### src/rtl/bus_region_map_and_decode_unit_assert.svh
// ---------------------------------------------------------------------------
// Assertion macros for the bus region map and decode unit
// Concurrent checks that compile away when ASSERT_OFF is defined.
// ---------------------------------------------------------------------------
`ifndef BUS_REGION_MAP_AND_DECODE_UNIT_ASSERT_SVH
`define BUS_REGION_MAP_AND_DECODE_UNIT_ASSERT_SVH

`ifndef ASSERT_OFF
// same-cycle implication
`define BRMD_ASSERT_IMPL(label, clk, rst_n, ante, cons, msg) \
    label: assert property (@(posedge clk) disable iff (!rst_n) (ante) |-> (cons)) \
        else $error(msg);
// next-cycle implication
`define BRMD_ASSERT_NEXT(label, clk, rst_n, ante, cons, msg) \
    label: assert property (@(posedge clk) disable iff (!rst_n) (ante) |=> (cons)) \
        else $error(msg);
`else
`define BRMD_ASSERT_IMPL(label, clk, rst_n, ante, cons, msg)
`define BRMD_ASSERT_NEXT(label, clk, rst_n, ante, cons, msg)
`endif

`endif

### src/rtl/brmd_pkg.sv
// ---------------------------------------------------------------------------
// brmd_pkg
// Types and constants shared by the bus region map and decode unit.
// ---------------------------------------------------------------------------
package brmd_pkg;

    localparam int DEF_MAX_WINDOWS = 16;
    localparam int DEF_BUS_SPAN    = 65536;

    // action codes
    localparam logic [1:0] ACT_REG   = 2'd0;
    localparam logic [1:0] ACT_READ  = 2'd1;
    localparam logic [1:0] ACT_WRITE = 2'd2;
    localparam logic [1:0] ACT_NONE  = 2'd3;

    // status codes
    localparam logic [2:0] ST_OK      = 3'd0;
    localparam logic [2:0] ST_OOB     = 3'd1;
    localparam logic [2:0] ST_EXCEEDS = 3'd2;
    localparam logic [2:0] ST_OVERLAP = 3'd3;
    localparam logic [2:0] ST_FULL    = 3'd4;

    typedef struct packed {
        logic [1:0]  action;
        logic [15:0] address;
        logic [15:0] length;
        logic [7:0]  device_id;
        logic [7:0]  write_data;
    } t_in_item;

    typedef struct packed {
        logic [2:0]  status;
        logic [7:0]  target_id;
        logic [15:0] offset;
        logic        is_write;
        logic [7:0]  data_out;
    } t_out_item;

    typedef struct packed {
        logic [15:0] start;
        logic [15:0] length;
        logic [7:0]  id;
    } t_entry;

    localparam int ENTRY_W = $bits(t_entry);

    typedef enum logic [1:0] {
        S_IDLE,
        S_SCAN,
        S_LAST,
        S_DONE
    } t_state;

endpackage

### src/rtl/brmd_ram.sv
// ---------------------------------------------------------------------------
// brmd_ram
// Generic single-write, single-read RAM with registered read data.
// ---------------------------------------------------------------------------
module brmd_ram #(
    parameter int WIDTH = 8,
    parameter int DEPTH = 16,
    parameter int AW    = (DEPTH > 1) ? $clog2(DEPTH) : 1
) (
    input  logic             i_clk,
    input  logic             i_we,
    input  logic [AW-1:0]    i_waddr,
    input  logic [WIDTH-1:0] i_wdata,
    input  logic             i_re,
    input  logic [AW-1:0]    i_raddr,
    output logic [WIDTH-1:0] o_rdata
);

    logic [WIDTH-1:0] r_mem [DEPTH];
    logic [WIDTH-1:0] r_rdata;

    always_ff @(posedge i_clk) begin
        if (i_we) begin
            r_mem[i_waddr] <= i_wdata;
        end
        if (i_re) begin
            r_rdata <= r_mem[i_raddr];
        end
    end

    assign o_rdata = r_rdata;

endmodule

### src/rtl/bus_region_map_and_decode_unit.sv
// Flow: a read, write or register item is scanned against every slot of
//   the window RAM before its result goes out; a register item that runs past
//   the bus skips the scan. Action code 3 is consumed with no result.
// One item at a time: a new one is taken only in idle, after the last result
//   has moved out; the single RAM read port is scanned one entry per cycle.
// Reset: synchronous, active low; clears all window valid bits and control.
// ---------------------------------------------------------------------------
// bus_region_map_and_decode_unit
// Window table in RAM, scanned entry by entry to decode or register windows.
// ---------------------------------------------------------------------------
`include "bus_region_map_and_decode_unit_assert.svh"

module bus_region_map_and_decode_unit #(
    parameter int MAX_WINDOWS = brmd_pkg::DEF_MAX_WINDOWS,
    parameter int BUS_SPAN    = brmd_pkg::DEF_BUS_SPAN
) (
    input  logic                i_clk,
    input  logic                i_rst_n,
    input  logic                i_in_valid,
    output logic                o_in_ready,
    input  brmd_pkg::t_in_item  i_in,
    output logic                o_out_valid,
    input  logic                i_out_ready,
    output brmd_pkg::t_out_item o_out
);

    import brmd_pkg::*;

    localparam int IW = (MAX_WINDOWS > 1) ? $clog2(MAX_WINDOWS) : 1;
    localparam logic [IW-1:0] LAST_IDX = IW'(MAX_WINDOWS - 1);
    localparam logic [16:0]   SPAN     = 17'(BUS_SPAN);

    t_state r_state, n_state;

    logic [MAX_WINDOWS-1:0] r_valid;
    logic [IW-1:0]          r_idx, n_idx;
    logic                   r_pend, n_pend;
    logic [IW-1:0]          r_pend_idx, n_pend_idx;
    t_in_item               r_item;

    // sticky scan results
    logic          r_found, n_found;
    logic [7:0]    r_tid, n_tid;
    logic [15:0]   r_off, n_off;
    logic          r_ovl, n_ovl;
    logic          r_free_ok, n_free_ok;
    logic [IW-1:0] r_free_idx, n_free_idx;

    t_out_item r_res, n_res;
    logic      r_out_valid, n_out_valid;
    t_out_item r_out, n_out;

    logic             w_accept;
    logic             w_exceeds;
    logic             w_slot_free;
    logic             w_re;
    logic             w_we;
    logic [ENTRY_W-1:0] w_rdata;
    t_entry           w_ent;
    t_entry           w_wr_ent;
    logic             w_ent_v;
    logic [16:0]      w_ent_end;
    logic [16:0]      w_new_end;
    logic             w_hit;
    logic             w_ovl;
    logic             w_free;

    assign o_in_ready  = (r_state == S_IDLE);
    assign w_accept    = i_in_valid && o_in_ready;
    assign w_exceeds   = ({1'b0, i_in.address} + {1'b0, i_in.length}) > SPAN;
    assign w_slot_free = !r_out_valid || i_out_ready;

    // window RAM
    assign w_re = (r_state == S_SCAN);
    assign w_wr_ent = '{start: r_item.address, length: r_item.length, id: r_item.device_id};

    brmd_ram #(
        .WIDTH (ENTRY_W),
        .DEPTH (MAX_WINDOWS),
        .AW    (IW)
    ) u_ram (
        .i_clk   (i_clk),
        .i_we    (w_we),
        .i_waddr (n_free_idx),
        .i_wdata (w_wr_ent),
        .i_re    (w_re),
        .i_raddr (r_idx),
        .o_rdata (w_rdata)
    );

    // evaluation of the entry read in the previous cycle
    assign w_ent     = t_entry'(w_rdata);
    assign w_ent_v   = r_pend && r_valid[r_pend_idx];
    assign w_ent_end = {1'b0, w_ent.start} + {1'b0, w_ent.length};
    assign w_new_end = {1'b0, r_item.address} + {1'b0, r_item.length};
    assign w_hit     = w_ent_v && (r_item.address >= w_ent.start)
                       && ({1'b0, r_item.address} < w_ent_end);
    assign w_ovl     = w_ent_v && ((w_ent.start == r_item.address)
                       || ((w_ent.start < r_item.address)
                           && ({1'b0, r_item.address} < w_ent_end))
                       || ((w_ent.start > r_item.address)
                           && (w_new_end > {1'b0, w_ent.start})));
    assign w_free    = r_pend && !r_valid[r_pend_idx];

    // next state
    always_comb begin
        n_state = r_state;
        case (r_state)
            S_IDLE: begin
                if (w_accept && (i_in.action != ACT_NONE)) begin
                    if ((i_in.action == ACT_REG) && w_exceeds) begin
                        n_state = S_DONE;
                    end else begin
                        n_state = S_SCAN;
                    end
                end
            end
            S_SCAN: begin
                if (r_idx == LAST_IDX) begin
                    n_state = S_LAST;
                end
            end
            S_LAST: begin
                n_state = S_DONE;
            end
            S_DONE: begin
                if (w_slot_free) begin
                    n_state = S_IDLE;
                end
            end
            default: begin
                n_state = S_IDLE;
            end
        endcase
    end

    // datapath and outputs
    always_comb begin
        n_idx       = r_idx;
        n_pend      = 1'b0;
        n_pend_idx  = r_pend_idx;
        n_found     = r_found;
        n_tid       = r_tid;
        n_off       = r_off;
        n_ovl       = r_ovl;
        n_free_ok   = r_free_ok;
        n_free_idx  = r_free_idx;
        n_res       = r_res;
        n_out_valid = r_out_valid;
        n_out       = r_out;
        w_we        = 1'b0;

        if (r_pend) begin
            if (w_hit && !r_found) begin
                n_found = 1'b1;
                n_tid   = w_ent.id;
                n_off   = r_item.address - w_ent.start;
            end
            if (w_ovl) begin
                n_ovl = 1'b1;
            end
            if (w_free && !r_free_ok) begin
                n_free_ok  = 1'b1;
                n_free_idx = r_pend_idx;
            end
        end

        case (r_state)
            S_IDLE: begin
                n_idx     = '0;
                n_found   = 1'b0;
                n_ovl     = 1'b0;
                n_free_ok = 1'b0;
                n_res     = '0;
                if (w_accept && (i_in.action == ACT_REG) && w_exceeds) begin
                    n_res.status = ST_EXCEEDS;
                end
            end
            S_SCAN: begin
                n_pend     = 1'b1;
                n_pend_idx = r_idx;
                if (r_idx != LAST_IDX) begin
                    n_idx = r_idx + 1'b1;
                end
            end
            S_LAST: begin
                n_res = '0;
                if (r_item.action == ACT_REG) begin
                    if (n_ovl) begin
                        n_res.status = ST_OVERLAP;
                    end else if (!n_free_ok) begin
                        n_res.status = ST_FULL;
                    end else begin
                        n_res.status = ST_OK;
                        w_we         = 1'b1;
                    end
                end else if (n_found) begin
                    n_res.status    = ST_OK;
                    n_res.target_id = n_tid;
                    n_res.offset    = n_off;
                    if (r_item.action == ACT_WRITE) begin
                        n_res.is_write = 1'b1;
                        n_res.data_out = r_item.write_data;
                    end
                end else begin
                    n_res.status = ST_OOB;
                end
            end
            S_DONE: begin
                if (w_slot_free) begin
                    n_out_valid = 1'b1;
                    n_out       = r_res;
                end
            end
            default: begin
            end
        endcase

        if (r_out_valid && i_out_ready && !((r_state == S_DONE) && w_slot_free)) begin
            n_out_valid = 1'b0;
        end
    end

    always_ff @(posedge i_clk) begin
        if (!i_rst_n) begin
            r_state     <= S_IDLE;
            r_valid     <= '0;
            r_pend      <= 1'b0;
            r_out_valid <= 1'b0;
        end else begin
            r_state     <= n_state;
            r_pend      <= n_pend;
            r_out_valid <= n_out_valid;
            if (w_we) begin
                r_valid[n_free_idx] <= 1'b1;
            end
        end
    end

    always_ff @(posedge i_clk) begin
        if (w_accept) begin
            r_item <= i_in;
        end
        r_idx      <= n_idx;
        r_pend_idx <= n_pend_idx;
        r_found    <= n_found;
        r_tid      <= n_tid;
        r_off      <= n_off;
        r_ovl      <= n_ovl;
        r_free_ok  <= n_free_ok;
        r_free_idx <= n_free_idx;
        r_res      <= n_res;
        r_out      <= n_out;
    end

    assign o_out_valid = r_out_valid;
    assign o_out       = r_out;

    // a new window only lands in a free slot
    `BRMD_ASSERT_IMPL(a_write_free_slot, i_clk, i_rst_n, w_we, !r_valid[n_free_idx], "window written over a valid slot")
    // the written slot is valid afterwards
    `BRMD_ASSERT_NEXT(a_slot_marked, i_clk, i_rst_n, w_we, r_valid[$past(n_free_idx)], "written slot not marked valid")
    // a finished result is handed to the output register
    `BRMD_ASSERT_NEXT(a_result_out, i_clk, i_rst_n, (r_state == S_DONE) && w_slot_free, o_out_valid, "result lost on transfer to output")
    // no RAM write while a scan read is in flight
    `BRMD_ASSERT_IMPL(a_no_write_in_scan, i_clk, i_rst_n, w_we, !w_re, "RAM write during scan")

endmodule
### config.mk
export PLATFORM = sky130hd
export DESIGN_NAME = bus_region_map_and_decode_unit
export DESIGN_NICKNAME = d
export VERILOG_FILES = /design/src/rtl/brmd_pkg.sv /design/src/rtl/brmd_ram.sv /design/src/rtl/bus_region_map_and_decode_unit.sv
export VERILOG_INCLUDE_DIRS = /design/src /design/src/rtl
export SDC_FILE = /design/constraint.sdc
export NUM_CORES = 1
export LEC_CHECK = 0
export BUFFER_PORTS_ARGS = -buffer_cell sky130_fd_sc_hd__buf_2
export CORE_ASPECT_RATIO = 0.8
export CORE_MARGIN = 3
export CORE_UTILIZATION = 49
export CTS_CLUSTER_DIAMETER = 150
export DETAILED_ROUTE_END_ITERATION = 7
export GPL_TIMING_DRIVEN = 0
export PLACE_DENSITY = 0.69
export SLEW_MARGIN = 15
export SYNTH_ARGS = -nofsm -noshare
export SYNTH_HDL_FRONTEND = slang
export SYNTH_SLANG_ARGS = --single-unit
### constraint.sdc
create_clock -name i_clk -period 9.23 [get_ports i_clk]
set_clock_uncertainty 0.1 [all_clocks]
set_input_delay 1.846 -clock i_clk [delete_from_list [all_inputs] [get_ports i_clk]]
set_output_delay 1.846 -clock i_clk [all_outputs]
set_load 0.01 [all_outputs]
Yosys cells after proc, flatten, opt, wreduce, memory -nomap -nowiden
Memories as Yosys holds them, arrays and structs flattened. A register that Yosys moved wholly into a read port is not among the register bits.
Cells that the tools add are included.
Widths: inputs -> output; s select.
Storage, ports and cells
  bits in latches: 0
  ROM bits: 0
  bits in registers: 181
  memories: 1
  RAM bits: 640
Memories
  u_ram.r_mem: words 16, width 40, rd ports 1, clocked after memory_dff 1, write ports 1, RTL line brmd_ram.sv:19  | logic [WIDTH-1:0] r_mem [DEPTH];
Cells by class
  $add $sub $neg: 5
  reductions and logical operators: 35
  $lt $le $gt $ge: 9
  bitwise gates (word level): 2
  shift-type cells: 0
  divide/modulo/power cells: 0
  eq/ne operators: 12
  $mul: 0
  mux-type cells: 39
Operator list (number)
  $pmux 36 s2: 1
  $mux 33: 2
  $add 16x16->17: 3
  $mux 16: 2
  $logic_and 1x1->1: 18
  $gt 17x16->1: 1
  $gt 17x17->1 const B: 1
  $lt 16x17->1: 1
  $eq 16x16->1: 1
  $ge 16x16->1: 1
  $gt 16x16->1: 1
  $lt 16x16->1: 1
  $mux 1: 16
  $mux 8: 2
  $or 16x16->16: 1
  $sub 16x16->16: 1
  $mux 4: 3
  $lt 4x5->1 const B: 2
  $mux 2: 5
  $mux 3: 3
  $mux 9: 1
  $ne 2x2->1 const B: 4
  $pmux 2 s4: 1
  $pmux 4 s2: 1
  17 further kinds: 29

Logic depth before layout (Yosys ltp)
  depth after elaboration: 13
  mapped depth: 21
  depth with buffers taken out: 20

Hierarchy
A second synthesis with hierarchy kept.
Unflattened totals
  cell total of the unflattened synthesis: 1927
  area total of the unflattened synthesis: 35674.2 um2
By module, submodules not included
  brmd_ram: cells an instance 1040, area an instance 25532.0 um2, times used 1, seq. area each 20419.6 um2
  bus_region_map_and_decode_unit: cells an instance 887, area an instance 10142.2 um2, times used 1, seq. area each 4924.7 um2

Least setup slack after synthesis
Ideal clock, no wire load.
  path kind: flip-flop to flip-flop
  start: register r_item[33] (netlist bit)
  end: memory u_ram.r_mem[7][0] (netlist bit), enable pin
  required time: 8.643 ns
  data arrival time: 6.698 ns
  cell stages (with the launch flop): 20
  buffers on the path: 1
  path slack: 1.945 ns
  period minus slack after synthesis: 7.285 ns
  cells stage by stage: edfxtp_1 > ha_1 > a21o_1 > a21oi_1 > nor2b_1 > o21a_1 > o41ai_1 > o21ai_0 > o41ai_1 > xnor2_1 > ha_1 > nand2_1 > nor4_1 > a41oi_1 > nor2_1 > a41oi_1 > o2bb2ai_1 > a21oi_2 > buf_2 > nor3_1
On the way
  longest elaborated chain between the ends: 12
RTL lines
  start: declaration: RTL line bus_region_map_and_decode_unit.sv:39  | t_in_item r_item;
  start signal: assignment: RTL line bus_region_map_and_decode_unit.sv:242  | r_item <= i_in;
  $add 16x16->17, or another cell as far along: RTL line bus_region_map_and_decode_unit.sv:95  | assign w_new_end = {1'b0, r_item.address} + {1'b0, r_item.length};
  $gt 17x16->1 / $logic_and 1x1->1 (equally long branches): RTL line bus_region_map_and_decode_unit.sv:102, bus_region_map_and_decode_unit.sv:100
  $logic_and 1x1->1 / $logic_or 1x1->1 (equally long branches): RTL line bus_region_map_and_decode_unit.sv:102, bus_region_map_and_decode_unit.sv:99
  $logic_or 1x1->1 (*): RTL line bus_region_map_and_decode_unit.sv:101  | || ((w_ent.start > r_item.address)
  $logic_and 1x1->1 (*): RTL line bus_region_map_and_decode_unit.sv:98  | assign w_ovl = w_ent_v && ((w_ent.start == r_item.address)
  $mux 1 (*): RTL line bus_region_map_and_decode_unit.sv:159  | if (w_ovl) begin
  $mux 1 (*): RTL line bus_region_map_and_decode_unit.sv:153  | if (r_pend) begin
  $mux 1 (*): RTL line bus_region_map_and_decode_unit.sv:189  | if (n_ovl) begin
  $mux 1 (*): RTL line bus_region_map_and_decode_unit.sv:188  | if (r_item.action == ACT_REG) begin
  $mux 1 (*): RTL line bus_region_map_and_decode_unit.sv:168  | case (r_state)
  $mux 1 (*): RTL line brmd_ram.sv:23  | if (i_we) begin
  $mux 1 (implied by the code) (*): RTL line brmd_ram.sv:24  | r_mem[i_waddr] <= i_wdata;
  end: declaration: RTL line brmd_ram.sv:19
Mark *: on every way between the ends. The rest lies on a longest branch, timed or not.

Worst setup path after layout
  start: register r_item[33] (netlist bit)
  end: memory u_ram.r_mem[6][15] (netlist bit), enable pin
Same word-level chain as after synthesis.

==> flow_metrics.tcl <==
set metrics [dict create \
    status "completed" \
    synth_edf_count 810 \
    drt_iter0_markers 2037 \
    synthCells 1822 \
    arrival_ns 7.33 \
    power.share.combinational_pct 27.7 \
    avgSynthCellArea_um2 19.3 \
    finalCritPeriodShare_pct 77.1 \
    drive_above_1_share_pct 27.9 \
    postCtsSetupBuffers 0 \
    critical_path_class "reg -> reg" \
    power_switching_mw 3.60 \
    synth_flop_cell "edfxtp_1" \
    period_minus_slack_ns 7.12 \
    clockPowerShare_pct 29.0 \
    power_frac_seq_pct 43.3 \
    r2r_cells 22 \
    cts_resized 0 \
    die_area_um2 75200 \
    cts.path.max_buffers 3 \
    end_kind "flip-flop" \
    drc_errors 0 \
    clk_latency_ns 0.63 \
    drv_slew 0 \
    grt_max_degree 44 \
    cts_tree "built" \
    worstMarginPinSlew_ns 1.13 \
    ys_warn_count 0 \
    wire_per_inst_um 27.5 \
    ant_nets 0 \
    num_vias 18854 \
    synth_area_um2 35200 \
    rsz0062_at_grt "false" \
    slew_headroom_pct 24.8 \
    cts_buffers 82 \
    async_flop_share_pct 0 \
    internal_power_mw 8.24 \
    p_sw_share_pct 30.4 \
    synth.distinct_cells 73 \
    final_net_count 2256 \
    p_per_area_nw_per_um2 291 \
    finalPower_mw 11.8 \
    hold_viol 0 \
    antenna_found_initial 0 \
    hold_path_class "reg -> reg" \
    cts.sinks 861 \
    clk_pin_slew_ns 0.06 \
    postCtsHoldBufs 0 \
    grt_pass1_vias 18752 \
    pin_count 92 \
    overflow 0 \
    postLayoutCoreUtil_pct 57.3 \
    area_growth_pct 15.3 \
    maxCapViolCount 0 \
    grtUsageTotal_pct 23.0 \
    cts.htree.levels 3 \
    fmax_ghz 0.141 \
    rows 87 \
    place.gp.congestion 0.881 \
    power_leakage_nw 13.8 \
    setup_viol 0 \
    ir_drop_v 0.000149 \
    synth-seq-area-share_pct 71.9 \
    grt_pass1_wl_um 125000 \
    viasPerCell 6.08 \
    syn_nets 1980 \
    initial_core_util_pct 49.7 \
    synth-seq-cells 861 \
    worstPathMaxFanout 20 \
    required_ns 9.45 \
    crit_path_start_kind "flip-flop" \
    core_area_um2 70900 \
    drt-total-wl_um 85300 \
    portBuffers 91 \
    antenna_cells_inserted 0 \
    die_w_um 306 \
    cts-root-buf "clkbuf_16" \
    dpl.hpwl_um 59900 \
    dr.pass1.iters 5 \
    holdPathStages 0 \
    die_h_um 246 \
]
critical path, stage by stage, from the launching register on:
cell	delay [ns]
edfxtp_1	0.95
ha_1	0.38
a21o_1	0.19
a21oi_1	0.21
nor2b_1	0.08
o21a_1	0.19
o41ai_1	0.52
o21ai_0	0.25
o41ai_1	0.34
xnor2_1	0.15
ha_1	0.31
nand2_1	0.07
nor4_1	0.44
a41oi_1	0.18
nor2_1	0.11
a41oi_1	0.08
o2bb2ai_1	0.39
a21oi_2	0.21
buf_2	0.26
nor3_2	0.70
buf_6	0.27
buf_6	0.17
buf_4	0.21
cells by family after synthesis:
group,synth area share (%)
muxes,14.2
buffers and inverters,1.21
adders and majority gates,3.78
DFF,71.9
and+or+nand+nor,3.86
AOI/OAI and AO/OA,4.07
xor gates and xnor gates,0.994
state kept, by name (all words and copies together), names as in the netlist:
name and cells:
u_ram.r_mem 640, r_pend_idx 4, o_out_valid 1, r_state 2, r_pend 1, r_valid 16, r_free_ok 1, r_ovl 1
o_out 36, r_item 50, u_ram.o_rdata 40, r_tid 8, r_res 36, r_free_idx 4, r_found 1, r_idx 4
r_off 16
layout make-up:
| type | count | area, um2 |
|---|---|---|
| fill | 5232 | 30200 |
| sequential | 861 | 25300 |
| multi-input combinational | 855 | 9580 |
| clock buffer | 96 | 2190 |
| tap | 934 | 1170 |
| clock inverter | 55 | 572 |
| inverter | 48 | 180 |
| buffer | 58 | 258 |
| timing repair buffer | 192 | 1330 |
path summary, 6_finish.rpt:
kind,from,endpoint,slack (ns)
worst max-delay path,r_item[33],u_ram.r_mem[6][15],2.11
worst min-delay path,r_res[19],o_out[19],0.32
worst max register to register,r_item[33],u_ram.r_mem[6][15],2.11
worst min register to register,r_res[19],o_out[19],0.32
cells in the mapped netlist, types with 18 or more instances:
master | number | area, um2
a21o_1 | 18 | 135
ha_1 | 100 | 1250
inv_1 | 46 | 173
mux4_2 | 202 | 4550
nor2_1 | 58 | 218
clkbuf_1 | 38 | 143
a21oi_1 | 46 | 230
dfxtp_1 | 51 | 1020
nor2b_1 | 23 | 144
nor3_1 | 31 | 155
xnor2_1 | 24 | 210
edfxtp_1 | 810 | 24300
o31ai_1 | 22 | 165
o21ai_0 | 33 | 165
nand2_1 | 57 | 214
layer usage:
| layer | vias up | track usage (%) | part of all wire (%) | wire, um |
|---|---|---|---|---|
| met5 | - | 0 | 0 | 0 |
| met2 | 907 | 34.1 | 44 | 37400 |
| met4 | 0 | 5.78 | 2.2 | 1890 |
| met1 | 9797 | 34.6 | 45 | 38000 |
| met3 | 120 | 5.49 | 9.4 | 7990 |
| li1 | 8030 | - | - | - |
stage by stage:
| stage | setup WS [ns] | instance area (um2) | setup TNS, ns | instances | hold WS (ns) |
|---|---|---|---|---|---|
| final | 2.11 | 40600 | 0 | 3099 | 0.318 |
| after global routing | 1.78 | 40600 | 0 | 3099 | 0.324 |
| after CTS | 2.20 | 40600 | 0 | 3099 | 0.320 |
| after detailed placement | 2.24 | 37900 | 0 | 2948 | 0.305 |
| after global placement | -3.45 | 36900 | -1995.48 | 2847 | 0.300 |
| after floorplan | 1.95 | 35200 | 0 | 1822 | 0.300 |
cell usage in the layout, fill, tap and decap left out, types with 18 or more instances in the layout:
cell,count
mux4_2,202
o21ai_0,33
nor2b_1,22
buf_4,79
a21oi_1,46
buf_2,97
dfxtp_1,51
edfxtp_1,810
a21o_1,18
inv_1,46
clkbuf_16,85
nor2_1,58
xnor2_1,24
buf_6,22
clkbuf_1,41
nand2_1,57
o31ai_1,21
clkinv_2,18
ha_1,99
power groups by stage:
stage	Clock [mW]	Combinational, mW	Sequential [mW]
finish	3.43	3.28	5.13
global route	3.65	3.55	5.15
CTS	3.49	3.27	5.12
detailed placement	0	3.25	5.20
global placement	0	3.13	5.19
floorplan	0	2.32	5.03
Note: power is estimated with default switching activity, not from simulation.
